==> src/design/mtep_pkg.sv <==
// Package for the MIDI track event parser: parse phase and event kind codes,
// the parser state and result types, and the result builder function.
// No dependencies.
`timescale 1ns / 1ps

package mtep_pkg;

  localparam int PhaseW = 4;

  localparam logic [PhaseW-1:0] PH_DELTA    = 4'd0;
  localparam logic [PhaseW-1:0] PH_STATUS   = 4'd1;
  localparam logic [PhaseW-1:0] PH_DATA1    = 4'd2;
  localparam logic [PhaseW-1:0] PH_DATA2    = 4'd3;
  localparam logic [PhaseW-1:0] PH_SYSLEN   = 4'd4;
  localparam logic [PhaseW-1:0] PH_SKIP     = 4'd5;
  localparam logic [PhaseW-1:0] PH_METATYPE = 4'd6;
  localparam logic [PhaseW-1:0] PH_METALEN  = 4'd7;
  localparam logic [PhaseW-1:0] PH_TEMPO    = 4'd8;
  localparam logic [PhaseW-1:0] PH_ENDED    = 4'd9;

  localparam logic [2:0] KIND_NOTE_OFF = 3'd0;
  localparam logic [2:0] KIND_NOTE_ON  = 3'd1;
  localparam logic [2:0] KIND_OTHER    = 3'd2;
  localparam logic [2:0] KIND_TEMPO    = 3'd3;
  localparam logic [2:0] KIND_END      = 3'd4;

  localparam logic [3:0] HI_NOTE_OFF  = 4'h8;
  localparam logic [3:0] HI_NOTE_ON   = 4'h9;
  localparam logic [3:0] HI_PROGRAM   = 4'hC;
  localparam logic [3:0] HI_PRESSURE  = 4'hD;

  localparam logic [7:0] ST_SYSEX     = 8'hF0;
  localparam logic [7:0] ST_SYSEX_ESC = 8'hF7;
  localparam logic [7:0] ST_META      = 8'hFF;
  localparam logic [7:0] META_TEMPO   = 8'h51;
  localparam logic [7:0] META_END     = 8'h2F;

  typedef struct packed {
    logic [PhaseW-1:0] phase;
    logic [7:0]        running_status;
    logic [27:0]       delta_accum;
    logic [27:0]       length_accum;
    logic [6:0]        first_data;
    logic [7:0]        meta_type;
    logic [1:0]        body_count;
    logic [23:0]       tempo_value;
    logic              tempo_seen;
    logic [31:0]       wall_time;
  } parse_state_t;

  typedef struct packed {
    logic [2:0]  event_kind;
    logic [6:0]  pitch;
    logic [6:0]  velocity;
    logic [27:0] delta_ticks;
    logic [31:0] abs_ticks;
    logic [23:0] tempo_usec;
  } event_t;

  function automatic event_t make_event(parse_state_t st, logic [2:0] kind,
                                        logic [6:0] p, logic [6:0] v);
    event_t ev;
    ev.event_kind  = kind;
    ev.pitch       = p;
    ev.velocity    = v;
    ev.delta_ticks = st.delta_accum;
    ev.abs_ticks   = st.wall_time;
    ev.tempo_usec  = st.tempo_seen ? st.tempo_value : 24'd0;
    return ev;
  endfunction

endpackage

==> src/design/mtep_step.sv <==
// Next-state and result logic of the MIDI track event parser for one byte.
// Depends on mtep_pkg.
`timescale 1ns / 1ps

module mtep_step (
  input  mtep_pkg::parse_state_t cur,
  input  logic [7:0]             data_byte,
  input  logic                   track_start,
  output mtep_pkg::parse_state_t nxt,
  output logic                   emit,
  output mtep_pkg::event_t       ev
);

  always_comb begin
    mtep_pkg::parse_state_t st;
    logic       data1;
    logic       done;
    logic [6:0] d2;
    logic [3:0] hi;

    st    = cur;
    data1 = 1'b0;
    done  = 1'b0;
    d2    = 7'd0;
    emit  = 1'b0;
    ev    = mtep_pkg::make_event(cur, mtep_pkg::KIND_OTHER, 7'd0, 7'd0);

    if (track_start) begin
      st.phase          = mtep_pkg::PH_DELTA;
      st.delta_accum    = 28'd0;
      st.length_accum   = 28'd0;
      st.body_count     = 2'd0;
      st.running_status = 8'd0;
      st.wall_time      = 32'd0;
      if (!st.tempo_seen) begin
        st.tempo_value = 24'd0;
      end
    end

    case (st.phase)
      mtep_pkg::PH_STATUS: begin
        if (data_byte[7]) begin
          st.running_status = 8'd0;
          if (data_byte < mtep_pkg::ST_SYSEX) begin
            st.running_status = data_byte;
            st.phase          = mtep_pkg::PH_DATA1;
          end else if (data_byte == mtep_pkg::ST_SYSEX ||
                       data_byte == mtep_pkg::ST_SYSEX_ESC) begin
            st.phase = mtep_pkg::PH_SYSLEN;
          end else if (data_byte == mtep_pkg::ST_META) begin
            st.phase = mtep_pkg::PH_METATYPE;
          end else begin
            st.phase        = mtep_pkg::PH_DELTA;
            st.delta_accum  = 28'd0;
            st.length_accum = 28'd0;
            st.body_count   = 2'd0;
          end
        end else if (st.running_status == 8'd0) begin
          st.phase        = mtep_pkg::PH_DELTA;
          st.delta_accum  = 28'd0;
          st.length_accum = 28'd0;
          st.body_count   = 2'd0;
        end else begin
          data1 = 1'b1;
        end
      end
      mtep_pkg::PH_DATA1: begin
        data1 = 1'b1;
      end
      mtep_pkg::PH_DATA2: begin
        done = 1'b1;
        d2   = data_byte[6:0];
      end
      mtep_pkg::PH_SYSLEN: begin
        st.length_accum = {st.length_accum[20:0], data_byte[6:0]};
        if (!data_byte[7]) begin
          if (st.length_accum == 28'd0) begin
            st.phase      = mtep_pkg::PH_DELTA;
            st.delta_accum = 28'd0;
            st.body_count  = 2'd0;
          end else begin
            st.phase = mtep_pkg::PH_SKIP;
          end
        end
      end
      mtep_pkg::PH_SKIP: begin
        st.length_accum = st.length_accum - 28'd1;
        if (st.length_accum == 28'd0) begin
          st.phase       = mtep_pkg::PH_DELTA;
          st.delta_accum = 28'd0;
          st.body_count  = 2'd0;
        end
      end
      mtep_pkg::PH_METATYPE: begin
        st.meta_type    = data_byte;
        st.length_accum = 28'd0;
        st.phase        = mtep_pkg::PH_METALEN;
      end
      mtep_pkg::PH_METALEN: begin
        st.length_accum = {st.length_accum[20:0], data_byte[6:0]};
        if (!data_byte[7]) begin
          if (st.meta_type == mtep_pkg::META_END) begin
            emit     = 1'b1;
            ev       = mtep_pkg::make_event(st, mtep_pkg::KIND_END, 7'd0, 7'd0);
            st.phase = mtep_pkg::PH_ENDED;
          end else if (st.meta_type == mtep_pkg::META_TEMPO && !st.tempo_seen &&
                       st.length_accum >= 28'd3) begin
            st.tempo_value = 24'd0;
            st.body_count  = 2'd0;
            st.phase       = mtep_pkg::PH_TEMPO;
          end else if (st.length_accum == 28'd0) begin
            st.phase       = mtep_pkg::PH_DELTA;
            st.delta_accum = 28'd0;
            st.body_count  = 2'd0;
          end else begin
            st.phase = mtep_pkg::PH_SKIP;
          end
        end
      end
      mtep_pkg::PH_TEMPO: begin
        st.tempo_value  = {st.tempo_value[15:0], data_byte};
        st.length_accum = st.length_accum - 28'd1;
        st.body_count   = st.body_count + 2'd1;
        if (st.body_count == 2'd3) begin
          st.tempo_seen = 1'b1;
          emit          = 1'b1;
          ev            = mtep_pkg::make_event(st, mtep_pkg::KIND_TEMPO, 7'd0, 7'd0);
          if (st.length_accum == 28'd0) begin
            st.phase       = mtep_pkg::PH_DELTA;
            st.delta_accum = 28'd0;
            st.body_count  = 2'd0;
          end else begin
            st.phase = mtep_pkg::PH_SKIP;
          end
        end
      end
      mtep_pkg::PH_ENDED: begin
        st.phase = mtep_pkg::PH_ENDED;
      end
      default: begin
        st.delta_accum = {st.delta_accum[20:0], data_byte[6:0]};
        if (!data_byte[7]) begin
          st.wall_time = st.wall_time + {4'd0, st.delta_accum};
          st.phase     = mtep_pkg::PH_STATUS;
        end else begin
          st.phase = mtep_pkg::PH_DELTA;
        end
      end
    endcase

    hi = st.running_status[7:4];

    if (data1) begin
      st.first_data = data_byte[6:0];
      if (hi == mtep_pkg::HI_PROGRAM || hi == mtep_pkg::HI_PRESSURE) begin
        done = 1'b1;
      end else begin
        st.phase = mtep_pkg::PH_DATA2;
      end
    end

    if (done) begin
      case (hi)
        mtep_pkg::HI_NOTE_OFF: begin
          emit = 1'b1;
          ev   = mtep_pkg::make_event(st, mtep_pkg::KIND_NOTE_OFF, st.first_data, d2);
        end
        mtep_pkg::HI_NOTE_ON: begin
          emit = 1'b1;
          ev   = mtep_pkg::make_event(st, (d2 == 7'd0) ? mtep_pkg::KIND_NOTE_OFF :
                                      mtep_pkg::KIND_NOTE_ON, st.first_data, d2);
        end
        mtep_pkg::HI_PRESSURE: begin
          emit = 1'b0;
        end
        default: begin
          emit = 1'b1;
          ev   = mtep_pkg::make_event(st, mtep_pkg::KIND_OTHER, 7'd0, 7'd0);
        end
      endcase
      st.phase        = mtep_pkg::PH_DELTA;
      st.delta_accum  = 28'd0;
      st.length_accum = 28'd0;
      st.body_count   = 2'd0;
    end

    nxt = st;
  end

endmodule

==> src/design/midi_track_event_parser.sv <==
// Top level of the MIDI track event parser: handshakes, parser state and
// result register. Depends on mtep_pkg and mtep_step.
`timescale 1ns / 1ps

// The parser takes one track byte per transfer and can take a new byte in
// every clock cycle unless the output stalls, so a track streams at one byte
// per cycle. Each byte is parsed in the cycle it is accepted and any event it
// completes appears in the result register on the next cycle. The input is
// held off only while a finished event waits in the result register and the
// output side is stalled. Raise track_start with the first byte of each
// track; a captured tempo is kept across tracks and is cleared only by reset.
module midi_track_event_parser (
  input  logic        clk,
  input  logic        rst,
  input  logic        in_valid,
  output logic        in_ready,
  input  logic [7:0]  data_byte,
  input  logic        track_start,
  output logic        out_valid,
  input  logic        out_ready,
  output logic [2:0]  event_kind,
  output logic [6:0]  pitch,
  output logic [6:0]  velocity,
  output logic [27:0] delta_ticks,
  output logic [31:0] abs_ticks,
  output logic [23:0] tempo_usec
);

  mtep_pkg::parse_state_t st;
  mtep_pkg::parse_state_t st_next;
  mtep_pkg::event_t       ev_next;
  mtep_pkg::event_t       result;
  logic                   emit;
  logic                   in_fire;

  assign in_ready = !out_valid || out_ready;
  assign in_fire  = in_valid && in_ready;

  mtep_step u_step (
    .cur         (st),
    .data_byte   (data_byte),
    .track_start (track_start),
    .nxt         (st_next),
    .emit        (emit),
    .ev          (ev_next)
  );

  always_ff @(posedge clk) begin
    if (rst) begin
      st        <= '0;
      out_valid <= 1'b0;
    end else begin
      if (in_fire) begin
        st <= st_next;
      end
      if (in_fire) begin
        out_valid <= emit;
      end else if (out_ready) begin
        out_valid <= 1'b0;
      end
    end
  end

  always_ff @(posedge clk) begin
    if (in_fire && emit) begin
      result <= ev_next;
    end
  end

  assign event_kind  = result.event_kind;
  assign pitch       = result.pitch;
  assign velocity    = result.velocity;
  assign delta_ticks = result.delta_ticks;
  assign abs_ticks   = result.abs_ticks;
  assign tempo_usec  = result.tempo_usec;

  a_kind_range: assert property (@(posedge clk) disable iff (rst)
    out_valid |-> event_kind <= mtep_pkg::KIND_END)
    else $error("event kind out of range");

  a_no_note_fields: assert property (@(posedge clk) disable iff (rst)
    (out_valid && event_kind != mtep_pkg::KIND_NOTE_OFF &&
     event_kind != mtep_pkg::KIND_NOTE_ON) |-> (pitch == 7'd0 && velocity == 7'd0))
    else $error("pitch or velocity set on a non-note event");

  a_ended_silent: assert property (@(posedge clk) disable iff (rst)
    (in_fire && !track_start && st.phase == mtep_pkg::PH_ENDED) |=>
      (!out_valid && st.phase == mtep_pkg::PH_ENDED))
    else $error("event produced after end of track");

  a_tempo_seen: assert property (@(posedge clk) disable iff (rst)
    (out_valid && tempo_usec != 24'd0) |-> st.tempo_seen)
    else $error("tempo reported before capture");

endmodule
==> config.mk <==
export PLATFORM = sky130hd
export DESIGN_NAME = midi_track_event_parser
export DESIGN_NICKNAME = d
export VERILOG_FILES = /design/src/design/mtep_pkg.sv /design/src/design/mtep_step.sv /design/src/design/midi_track_event_parser.sv
export SDC_FILE = /design/constraint.sdc
export NUM_CORES = 1
export LEC_CHECK = 0
export BUFFER_PORTS_ARGS = -buffer_cell sky130_fd_sc_hd__buf_4
export CAP_MARGIN = 5
export CORE_MARGIN = 3
export CORE_UTILIZATION = 50
export DETAILED_ROUTE_END_ITERATION = 12
export HOLD_SLACK_MARGIN = 0.05
export PLACE_DENSITY = 0.7
export SETUP_SLACK_MARGIN = 0.02
export SYNTH_ARGS = -nofsm -noshare
export SYNTH_HDL_FRONTEND = slang
export SYNTH_SLANG_ARGS = --single-unit
==> constraint.sdc <==
create_clock -name clk -period 14.25 [get_ports clk]
set_input_delay 2.85 -clock clk [delete_from_list [all_inputs] [get_ports clk]]
set_output_delay 2.85 -clock clk [all_outputs]
set_load 0.02 [all_outputs]
# == Word level (Yosys, flattened, before mapping) ==
# Index checks and enable logic that the tools add are counted.
# totals
input_bits,13
ff_bits,244
wordCells,147
output_inout_bits,103
# classes
n_addsub,3
reduce_logical,20
n_lt_le_gt_ge,2
eq_ne,19
n_mux,86
# ops
op,n
$mux 56,6
$mux 101,3
$pmux 101 s3,1
$pmux 101 s2,1
$mux 28,7
$pmux 28 s6,1
$pmux 28 s4,1
$mux 99,1
$mux 24,4
$mux 32,3
$mux 26,3
$mux 68,1
$logic_not 28->1,2
$mux 4,13
$pmux 24 s2,1
$add 32x28->32,1
$pmux 4 s8,1
$ge 28x2->1 const B,1
$sub 28x1->28 const B,1
$eq 4x4->1 const B,6
$eq 8x8->1 const B,3
$mux 2,12
$mux 8,3
$eq 4x3->1 const B,4
22 further kinds,50

# == Depth between registers and ports, before layout ==
# Gate-level depths: netlist (run 1).
# logic_depth
word_depth,10
mapped_depth,18
ltp_nobuf,12

# == Cells and area by module ==
# A second synthesis (run 1) with hierarchy kept.
# hier_totals
hier_cells,1796
hier_area_um2,15524.9
# modules_own_cells
mod,cells_per_inst,area_each_um2,n_inst
midi_track_event_parser,754,9551.7,1
mtep_step,1042,5973.2,1

# == Worst setup path after synthesis (run 1) ==
# OpenSTA, ideal clock, no wires.
# synth_timing
path_kind,input port to flip-flop
from,in track_start
to,"reg result (netlist bit abs_ticks[0]), enable pin"
n_path_buf,7
path_stages,12
path_slack_ns,1.840
t_arrival_ns,11.723
required_time_ns,13.563
setup_time_ns,0.687
path_cell_list,clkbuf_1 > clkbuf_1 > clkbuf_1 > clkbuf_1 > clkbuf_1 > clkbuf_1 > nor2b_1 > ha_1 > and2_1 > clkbuf_1 > nor3_1 > nor3_1
# synth_between
elab_chain_cells,9
# synth_rtl
item,line,rtl
"start, declared",midi_track_event_parser.sv:18,"input logic track_start,"
$mux 68,mtep_step.sv:28,if (track_start) begin
$eq 4x1->1 or $mux 8 (tied branches),"mtep_step.sv:40, mtep_step.sv:42",
$mux 8,mtep_step.sv:40,case (st.phase)
$eq 4x4->1 (on tied branches),"mtep_step.sv:155, mtep_step.sv:163",
$logic_or 1x1->1,mtep_step.sv:155,if (hi == mtep_pkg::HI_PROGRAM || hi == mtep_pkg::HI_PRESSURE) begin
$mux 1,mtep_step.sv:155,
$mux 1,mtep_step.sv:153,if (data1) begin
$mux 1 (*),mtep_step.sv:162,if (done) begin
$logic_and 1x1->1 (*),midi_track_event_parser.sv:65,if (in_fire && emit) begin
"end signal, assigned",midi_track_event_parser.sv:66,result <= ev_next;
"end, declared",midi_track_event_parser.sv:32,mtep_pkg::event_t result;
# Mark *: on every way between the ends. The rest lies on a longest branch, timed or not.
# A chain may end at the register's enable or synchronous reset.

# == Worst setup path after layout (run 1) ==
# layout_timing
from,in track_start
to,reg st[123] in the netlist's numbering
# layout_between
elab_chain_cells,8
# layout_rtl
item,line,rtl
"parallel branches: the longest is 7 deep, another holds $sub 28x1->28",n/a,
$mux 56 (*),mtep_step.sv:162,
"end signal, assigned",midi_track_event_parser.sv:54,st <= st_next;
"end, declared",midi_track_event_parser.sv:29,mtep_pkg::parse_state_t st;
# Mark *: on every way between the ends.

==> impl_results.md, run 1 <==
- DRT Pass-1 Iters: 5
- Drt drc: 0
- Max Fclk: 145 MHz
- Comb pwr share: 5.1%
- Lkg Pwr: 0.00559 uW
- Clock share of power: 46.2%
- Post-synthesis register bit count: 244
- Clock latency on the worst-skew pair: 0.54 ns
- Final GP Congestion: 0.940
- Rows: 58
- Critical Path Sink Type: flip-flop
- Synth Net Count: 1568
- Starting Density: 51.5%
- Via Count: 11500
- Port buffer count: 115
- Die width: 168 um
- Total track usage: 24.2%
- Total grt overflow: 0
- # Max-Cap Violations: 0
- Crit-path slowest cell: nand3_1
- Area occupied by multi-input gates: 0.00658 mm2
- Yosys Warn Count: 0
- Initial antenna violation count: 0
- Internal power: 1160 uW
- DP HPWL: 23100 um
- Clock root cell: clkbuf_16
- Critical Path Max Stage Delay: 0.96 ns
- CP Max Fanout: 56
- Crit-path cells: buf_4 > inv_1 > nand2_1 > ha_1 > inv_1 > nor3_1 > a21oi_1 > a31oi_1 > o221ai_1 > nor4_2 > nand3_1 > nand4_1 > o211ai_2
- Hold_buf cts: 0
- CP required: 14.64 ns
- Sw power: 347 uW
- Worst path top cell family by delay: simple AND/OR/NAND/NOR gates
- Worst Hold Class: flip-flop to flip-flop
- Chip Height: 168 um
- Clock sinks: 244
- Net count, final: 1555
- Core Box Area: 0.0255 mm2
- Sequential power share: 48.7%
- Status: finished clean
- Post-CTS sizing: 0
- Post-Layout Cell Count: 1859
- Buf+Inv Stages, Crit Path: 3
- Diode count: 0
- Peak supply drop: 0.0875 mV
- Post-Place Cells: 1812
- Final Hold Fails: 0
- Synthesized area per cell: 8.65 um2
- Tcrit/Tclk final: 48.3%
- Syn Inst Count: 1523
- Register Area: 0.00590 mm2
- Ys flop type: dfxtp_1
- Number of synthesized flops with an enable pin: 101
- Slew Limit Headroom: 17.9%
- Synth unique cells: 83
- Largest area contributor in the netlist: edfxtp_1
- Setup Skew: 0.0110 ns
- CP most frequent cell: inv_1
- CTS H-tree lvls: 1
- Area Overhead vs Synth: 12.5%
- WS Path Type: primary input to flip-flop
- Global-route wire length before repair: 57000 um
- Area share of the leading cell type in the synthesized netlist: 23.0%
- Iteration-0 DRC Markers: 1412
- Clock buffer depth: 3
- Seq/Total Area, Yosys: 44.8%
- Setup crit start kind: primary input
- Antenna-violating nets left: 0
- Most frequent cell after synthesis: nand2_1
- Max-slew violation count: 0
- Setup bufs post-CTS: 0
- Layout fillers: 2279
- Setup-failing EPs final: 0
- Tmin final: 6.88 ns
- Worst EP arrival: 7.27 ns
- CTS buffer count: 26
- Vias per cell: 6.20
- Die area: 0.0283 mm2
- Clk slew on worst S/H paths: 0.06 ns
- PwrDens: 102 mW/mm2
- RSZ-0062 raised after global routing: no
- DR WL/cell: 19.2 um
- FFs w/ async S/R, synth: 0%
- Synthesized area: 0.0132 mm2
- Number of global-route vias before repair: 10500
- CTS tree: built
- Largest cells by area after synthesis: edfxtp_1, dfxtp_1, nand2_1, nor2_1, clkbuf_1
- Routed Wire Length: 35700 um
- Ports: 116
- Top post-synthesis cells by count: nand2_1, nor2_1, clkbuf_1, dfxtp_1, edfxtp_1
- Largest net degree at the start of global routing: 95
- Switching Fraction: 23.1%
- Setup TNS: 0 ns
- Worst Tran Pin Value: 1.23 ns
- Ratio of cells with drive above 1 in the final layout: 14.8%
worst paths after layout:
| check | cells after the start | slack, ns | to | from |
|---|---|---|---|---|
| hold / removal | 0 | 0.45 | abs_ticks[19] | st[19] |
| setup / recovery | 13 | 7.37 | st[123] | track_start |
| setup reg to reg | 9 | 9.75 | st[123] | st[79] |
| hold reg to reg | 0 | 0.45 | abs_ticks[19] | st[19] |
area by class of cell:
| class | instances | area share [%] |
|---|---|---|
| clock inverter | 13 | 0.954 |
| clock buffer | 34 | 5.08 |
| inverter | 14 | 0.355 |
| timing repair buffer | 131 | 6.64 |
| sequential | 244 | 39.8 |
| multi-input combinational | 1093 | 44.4 |
| tap | 330 | 2.79 |
flip-flops by register name (all words and copies together), names as in the netlist:
signal	count
pitch	7
st	142
out_valid	1
tempo_usec	24
velocity	7
event_kind	3
delta_ticks	28
abs_ticks	32
worst reg2reg max path, stage by stage (launching register included):
cell      delay [ns]
dfxtp_1         0.45
or4_1           0.76
or4_1           0.65
o31a_1          0.36
xor2_1          0.19
nand2_2         0.09
nor4b_4         0.36
nand3_1         0.91
nand4_1         0.45
o211ai_2        0.13
cells by family after synthesis:
| group | after synthesis | synth area share, % |
|---|---|---|
| XOR/XNOR | 24 | 1.60 |
| AO/OA/AOI/OAI | 372 | 19.7 |
| buffers and inverters | 186 | 5.66 |
| adder cells (fa/ha/maj) | 32 | 3.10 |
| flip-flops | 244 | 44.8 |
| multiplexers | 7 | 0.532 |
| AND/OR/NAND/NOR | 658 | 24.6 |
power groups by stage:
stage / combinational [uW] / sequential [uW] / clock (uW)
2_1_floorplan: 54.9 / 745 / 0
3_3_place_gp: 74.8 / 748 / 0
3_5_place_dp: 75.6 / 747 / 0
4_1_cts: 76.0 / 732 / 705
5_1_grt: 83.7 / 733 / 736
6_report: 77.4 / 733 / 694
layer usage:
layer / GRT usage, % / up-vias / part of all wire (%)
met2: 36.8 / 529 / 44
met5: 0 / - / 0
met4: 7.65 / 0 / 2.7
met1: 35.7 / 5433 / 45
met3: 3.55 / 89 / 8.1
li1: - / 5469 / -
per-stage QoR:
stage / hold slack [ns] / util (%) / total power (uW) / instance area, um2 / setup slack [ns]
2_1_floorplan: 0.437 / - / 800 / 13200 / 1.84
3_3_place_gp: 0.438 / 54.5 / 822 / 13900 / 7.13
3_5_place_dp: 0.435 / 54.5 / 823 / 13900 / 6.91
4_1_cts: 0.452 / 58.0 / 1510 / 14800 / 7.48
5_1_grt: 0.461 / 58.0 / 1550 / 14800 / 7.01
6_report: 0.453 / 58.0 / 1500 / 14800 / 7.37
cells in the final DEF (no fill, tap or decap), types with 9 or more instances in the layout:
cell type and instances:
a21oi_1 86, or3_1 10, o211ai_1 18, ha_1 31, nor2b_1 57, nor4_1 10
o21a_1 9, o21ai_0 54, a31oi_1 19, a22oi_1 74, nand3_1 47, o211ai_2 20
xnor2_1 15, inv_1 14, dfxtp_1 143, nor2_1 160, buf_4 131, edfxtp_1 101
and3_1 14, xor2_1 9, nand2_1 208, clkbuf_16 28, nand4_1 44, and2_1 13
a21o_1 11, nor3_1 37
Power figures use the tool's default switching activity.
==> run 2, diff against run 1 <==
--- a/config.mk
+++ b/config.mk
@@ -11,7 +11,7 @@
 export CORE_UTILIZATION = 50
 export DETAILED_ROUTE_END_ITERATION = 12
 export HOLD_SLACK_MARGIN = 0.05
-export PLACE_DENSITY = 0.7
+export PLACE_DENSITY = 0.72
 export SETUP_SLACK_MARGIN = 0.02
 export SYNTH_ARGS = -nofsm -noshare
 export SYNTH_HDL_FRONTEND = slang
==> constraint.sdc (replaced) <==
create_clock -name clk -period 5.9 [get_ports clk]
set_input_delay 1.18 -clock clk [delete_from_list [all_inputs] [get_ports clk]]
set_output_delay 1.18 -clock clk [all_outputs]
set_load 0.02 [all_outputs]
==> run 2 against run 1 <==
Net effect:
- non-clock buffer count increased by 12
- via count about the same
- global-route usage decreased by 0.17 points
- combinational power rose by 140%
- hold slack about the same
- count of clock-buffer cells in the layout decreased by 2
- first-iteration DRC count down 18%
- sequential power increased by 140%
- critical endpoint is now st[129]
==> impl_results.md, run 2 (synthesis results as in run 1) <==
- Clk slew on worst S/H paths: 0.06 ns
- Iteration-0 DRC Markers: 1161
- Port buffer count: 115
- Tmin final: 4.39 ns
- Tcrit/Tclk final: 74.4%
- Worst Hold Class: flip-flop to flip-flop
- Post-Place Cells: 1824
- Largest net degree at the start of global routing: 81
- WHS: 0.453 ns
- Lkg Pwr: 0.00565 uW
- Routed Wire Length: 35300 um
- Top Layer Used: met4
- Peak supply drop: 0.218 mV
- Ratio of cells with drive above 1 in the final layout: 15.3%
- Sequential power share: 48.2%
- Die area: 0.0283 mm2
- Chip Height: 168 um
- Post-CTS sizing: 0
- CP Max Fanout: 50
- Clock root cell: clkbuf_16
- Hold_buf cts: 0
- Number of global-route vias before repair: 10600
- Core Box Area: 0.0255 mm2
- CTS buffer count: 25
- Clock share of power: 46.8%
- Total track usage: 24.1%
- Max reg flops: 142
- WS Path Type: primary input to flip-flop
- Post-Layout Cell Count: 1871
- DP HPWL: 23200 um
- Die width: 168 um
- Max Fclk: 228 MHz
- Sw power: 826 uW
- Rows: 58
- Met3 wire len: 2760 um
- Starting Density: 51.5%
- Max-slew violation count: 0
- DRT Pass-1 Iters: 5
- Met1 Wirelength: 16000 um
- Switching Fraction: 22.5%
- Critical Path Sink Type: flip-flop
- Hold Startpoint: st[23]
- RSZ-0062 raised after global routing: no
- Drt drc: 0
- Commonest non-fill, non-tap cell in the layout: nand2_1
- CTS tree: built
- Slew Limit Headroom: 22.2%
- Setup bufs post-CTS: 0
- Final Hold Fails: 0
- Worst Tran Pin Value: 1.16 ns
- Clock latency on the worst-skew pair: 0.54 ns
- DR WL/cell: 18.9 um
- Setup TNS: 0 ns
- Vias per cell: 6.16
- Antenna-violating nets left: 0
- Commonest cells after routing, fill and taps aside: nand2_1, nor2_1, dfxtp_1, buf_4, edfxtp_1
- Metal2 WL: 15800 um
- Pwr Total: 3670 uW
- Area Overhead vs Synth: 13.4%
- Setup Skew: 0.0160 ns
- Total grt overflow: 0
- Clock buffer depth: 3
- Status: finished clean
- # Max-Cap Violations: 0
- Ports: 116
- Initial antenna violation count: 1
- PwrDens: 246 mW/mm2
- Comb pwr share: 5.1%
- Global-route wire length before repair: 56900 um
- Setup-failing EPs final: 0
- R2r startpoint: st[79]
- Biggest register: st
- Internal power: 2850 uW
- Via Count: 11500
- Clock sinks: 244
- CTS H-tree lvls: 1
- CP required: 6.31 ns
- Worst EP arrival: 4.80 ns
- Net count, final: 1566
- Worst Setup SP: track_start
- Final core utilization: 58.5%
- Final GP Congestion: 0.967
- Setup crit start kind: primary input
## run 2: cell count changes in the layout (fill, tap and decap cells not counted)
cell        previous run  this run
buf_4                131       141
clkinv_8               1         0
buf_12                 0         2
clkbuf_16             28        26
clkinv_4               1         2
clkinv_2               4         3
clkbuf_8               3         1
clkbuf_1               3         5
bufinv_16              2         5
clkinvlp_4             2         0
inv_6                  2         3
diode_2                0         1
## run 2: final cells by class
cell class / instances / area (um2)
multi-input combinational: 1093 / 6580
inverter: 14 / 52.6
clock inverter: 14 / 213
sequential: 244 / 5900
clock buffer: 32 / 683
antenna: 1 / 2.50
timing repair buffer: 143 / 1100
tap: 330 / 413
fill: 2243 / 10600
## run 2: critical path, stage by stage
cell and delay (ns):
buf_4 0.45, inv_1 0.18, nand2_1 0.18, ha_1 0.34
inv_1 0.18, nor3_1 0.43, a31oi_1 0.14, o21ai_0 0.13
nand4bb_1 0.21, nor4b_4 0.44, nand4_4 0.20, a21oi_4 0.17
buf_4 0.40, o211ai_1 0.16
## run 2: worst paths after layout
kind / end / slack [ns] / cells past startpoint
setup / recovery: st[129] / 1.51 / 14
hold reg to reg: abs_ticks[23] / 0.45 / 0
setup reg to reg: st[129] / 1.97 / 10
hold / removal: abs_ticks[23] / 0.45 / 0
## run 2: per-layer routing
layer | global-route usage (%) | vias to the layer above
met5 | 0 | -
met3 | 4.04 | 64
met4 | 6.58 | 0
met1 | 35.0 | 5510
met2 | 37.2 | 463
li1 | - | 5494
## run 2: through the flow
stage | worst slack [ns] | instance area (um2)
floorplan | 0.0550 | 13200
global route | 1.22 | 14900
detailed placement | 0.978 | 14000
global placement | 1.04 | 14000
finish | 1.51 | 14900
CTS | 1.54 | 14900
## run 2: power by group through the flow
stage	Clock (uW)	Combinational (uW)	Sequential, uW
after floorplan	0	133	1800
after global placement	0	181	1810
after detailed placement	0	183	1810
after CTS	1750	184	1770
after global routing	1820	203	1770
final	1720	187	1770
==> run 3, diff against run 2 <==
--- a/config.mk
+++ b/config.mk
@@ -5,13 +5,14 @@
 export SDC_FILE = /design/constraint.sdc
 export NUM_CORES = 1
 export LEC_CHECK = 0
+export ABC_AREA = 1
 export BUFFER_PORTS_ARGS = -buffer_cell sky130_fd_sc_hd__buf_4
 export CAP_MARGIN = 5
 export CORE_MARGIN = 3
 export CORE_UTILIZATION = 50
 export DETAILED_ROUTE_END_ITERATION = 12
 export HOLD_SLACK_MARGIN = 0.05
-export PLACE_DENSITY = 0.72
+export PLACE_DENSITY = 0.7
 export SETUP_SLACK_MARGIN = 0.02
 export SYNTH_ARGS = -nofsm -noshare
 export SYNTH_HDL_FRONTEND = slang
==> constraint.sdc (replaced) <==
create_clock -name clk -period 4.6 [get_ports clk]
set_input_delay 0.92 -clock clk [delete_from_list [all_inputs] [get_ports clk]]
set_output_delay 0.92 -clock clk [all_outputs]
set_load 0.02 [all_outputs]
==> run 3 against run 2 <==
Net effect:
- utilization fell by 0.22 points
- critical path depth rose by 1
- wire length grew 14%
- synthesized cell count grew 32%
- clock power is 22% higher
- worst setup slack got worse by 0.56 ns
- sequential share of layout area decreased by 2.5 points
- synthesized area rose by 7.5%
- first-iteration DRC count is 23% higher
- register-to-register slack worse by 0.62 ns
- clock skew up 0.0016 ns
- via count increased by 16%
- highest routed layer unchanged
==> impl_results.md, run 3 <==
- Status: finished clean
- Chip Height: 174 um
- Global-route wire length before repair: 65000 um
- CTS H-tree lvls: 1
- Clock root cell: clkbuf_16
- Net count, final: 2071
- Top post-synthesis cells by count: nand2_1, inv_1, nor2_1, a21oi_1, o21ai_0
- CP required: 5.00 ns
- Tmin final: 3.65 ns
- Iteration-0 DRC Markers: 1429
- Starting Density: 51.7%
- Synth Net Count: 2060
- DRT Pass-1 Iters: 6
- Die area: 0.0304 mm2
- DP HPWL: 28000 um
- Buf+Inv Stages, Crit Path: 4
- Max-slew violation count: 0
- Critical Path Sink Type: flip-flop
- Worst Tran Pin Value: 0.960 ns
- Die width: 174 um
- Synth unique cells: 47
- Seq/Total Area, Yosys: 41.6%
- Number of synthesized flops with an enable pin: 101
- Commonest cells after routing, fill and taps aside: nand2_1, inv_1, nor2_1, a21oi_1, o21ai_0
- Largest cells by area after synthesis: edfxtp_1, dfxtp_1, nand2_1, a21oi_1, inv_1
- Synthesized area per cell: 7.03 um2
- Area share of the leading cell type in the synthesized netlist: 21.4%
- CP Max Fanout: 48
- Max Fclk: 274 MHz
- CTS buffer count: 26
- Port buffer count: 115
- Syn Inst Count: 2015
- RSZ-0062 raised after global routing: no
- Clk slew on worst S/H paths: 0.06 ns
- Setup crit start kind: primary input
- Post-synthesis register bit count: 244
- Crit-path cells: buf_4 > inv_2 > buf_12 > nand2_1 > inv_1 > ha_1 > nand2_1 > nor4_1 > nand3_1 > nand4_1 > a21oi_1 > o21ai_0 > nand3_1 > xnor2_1 > a21oi_1
- Drt drc: 0
- Setup TNS: 0 ns
- Synthesized area: 0.0142 mm2
- Most frequent cell after synthesis: nand2_1
- Setup-failing EPs final: 0
- Routed Wire Length: 40200 um
- Clock buffer depth: 3
- Peak supply drop: 0.279 mV
- Largest area contributor in the netlist: edfxtp_1
- R2R setup slack: 1.35 ns
- Critical Path Max Stage Delay: 0.49 ns
- Lkg Pwr: 0.00716 uW
- Yosys Warn Count: 0
- WS Path Type: primary input to flip-flop
- Setup bufs post-CTS: 0
- Biggest register: st
- Ys flop type: dfxtp_1
- DR WL/cell: 16.6 um
- Rows: 60
- Total grt overflow: 0
- Worst Hold Class: flip-flop to flip-flop
- Largest net degree at the start of global routing: 92
- Vias per cell: 5.53
- Ratio of cells with drive above 1 in the final layout: 10.8%
- Worst EP arrival: 4.05 ns
- Hold_buf cts: 0
- Core Box Area: 0.0274 mm2
- Diode count: 0
- Number of global-route vias before repair: 12400
- Final GP Congestion: 0.956
- Final Hold Fails: 0
- FFs w/ async S/R, synth: 0%
- # Max-Cap Violations: 0
- Setup Skew: 0.0176 ns
- CTS tree: built
- Total track usage: 25.9%
- Via Count: 13400
- Tcrit/Tclk final: 79.3%
- Crit-path slowest cell: nor4_1
- Antenna-violating nets left: 0
- Commonest non-fill, non-tap cell in the layout: nand2_1
- Ports: 116
- Worst path top cell family by delay: simple AND/OR/NAND/NOR gates
- Max reg flops: 142
- Post-CTS sizing: 0
- Initial antenna violation count: 0
- Pwr Total: 4880 uW
- Slew Limit Headroom: 36.0%
- PwrDens: 306 mW/mm2
- Clock latency on the worst-skew pair: 0.55 ns
- Clock sinks: 244
- Area Overhead vs Synth: 12.7%
-- run 3: cell count changes in the layout (fill, tap and decap cells not counted), moves of 31 or more --
cell	delta
nand2_1	+320
inv_1	+206
o21ai_0	+112
a21oi_1	+88
a22oi_1	-74
nor2b_1	-57
nand4_1	-31
-- run 3: routing by layer --
layer	vias to the layer above	part of all wire [%]	track usage (%)
met5	-	0	0
met4	0	2.5	7.27
met3	67	7.0	2.77
met2	496	43	39.1
met1	6179	48	39.2
li1	6629	-	-
-- run 3: cell families after synthesis --
| family | after synthesis | synth area share, % |
|---|---|---|
| and+or+nand+nor | 848 | 24.4 |
| AOI/OAI and AO/OA | 467 | 18.4 |
| buffers and inverters | 393 | 10.8 |
| DFF | 244 | 41.6 |
| adders and majority gates | 32 | 2.88 |
| xor gates and xnor gates | 31 | 1.92 |
-- run 3: final timing paths --
kind                    start         endpoint  cells past startpoint
setup / recovery  track_start           st[30]                     15
hold / removal          st[4]     abs_ticks[4]                      0
setup reg to reg      st[138]  delta_ticks[11]                     18
hold reg to reg         st[4]     abs_ticks[4]                      0
-- run 3: area by class of cell --
type                    instances  area [um2]
clock buffers                  34         691
clock inverters                14         163
fillers                      2544       11400
inverters                     233         878
multi-input cells            1378        6740
flip-flops and latches        244        5900
well taps                     372         465
repair buffers                143        1120
-- run 3: metrics by stage --
step,instances,hold slack [ns],instance area [um2],util (%),worst slack (ns)
6_report,2418,0.436,16000,58.2,0.952
5_1_grt,2418,0.459,16000,58.2,0.711
4_1_cts,2418,0.441,16000,58.2,1.03
3_5_place_dp,2370,0.428,15100,55.1,0.477
3_3_place_gp,2370,0.416,15100,55.1,0.454
2_1_floorplan,2015,0.445,14200,-,0.140
-- run 3: power breakdown --
| part | switching, uW | internal (uW) |
|---|---|---|
| logic | 309 | 132 |
| clock network | 871 | 1230 |
| registers | 36.0 | 2300 |
| total | 1220 | 3670 |
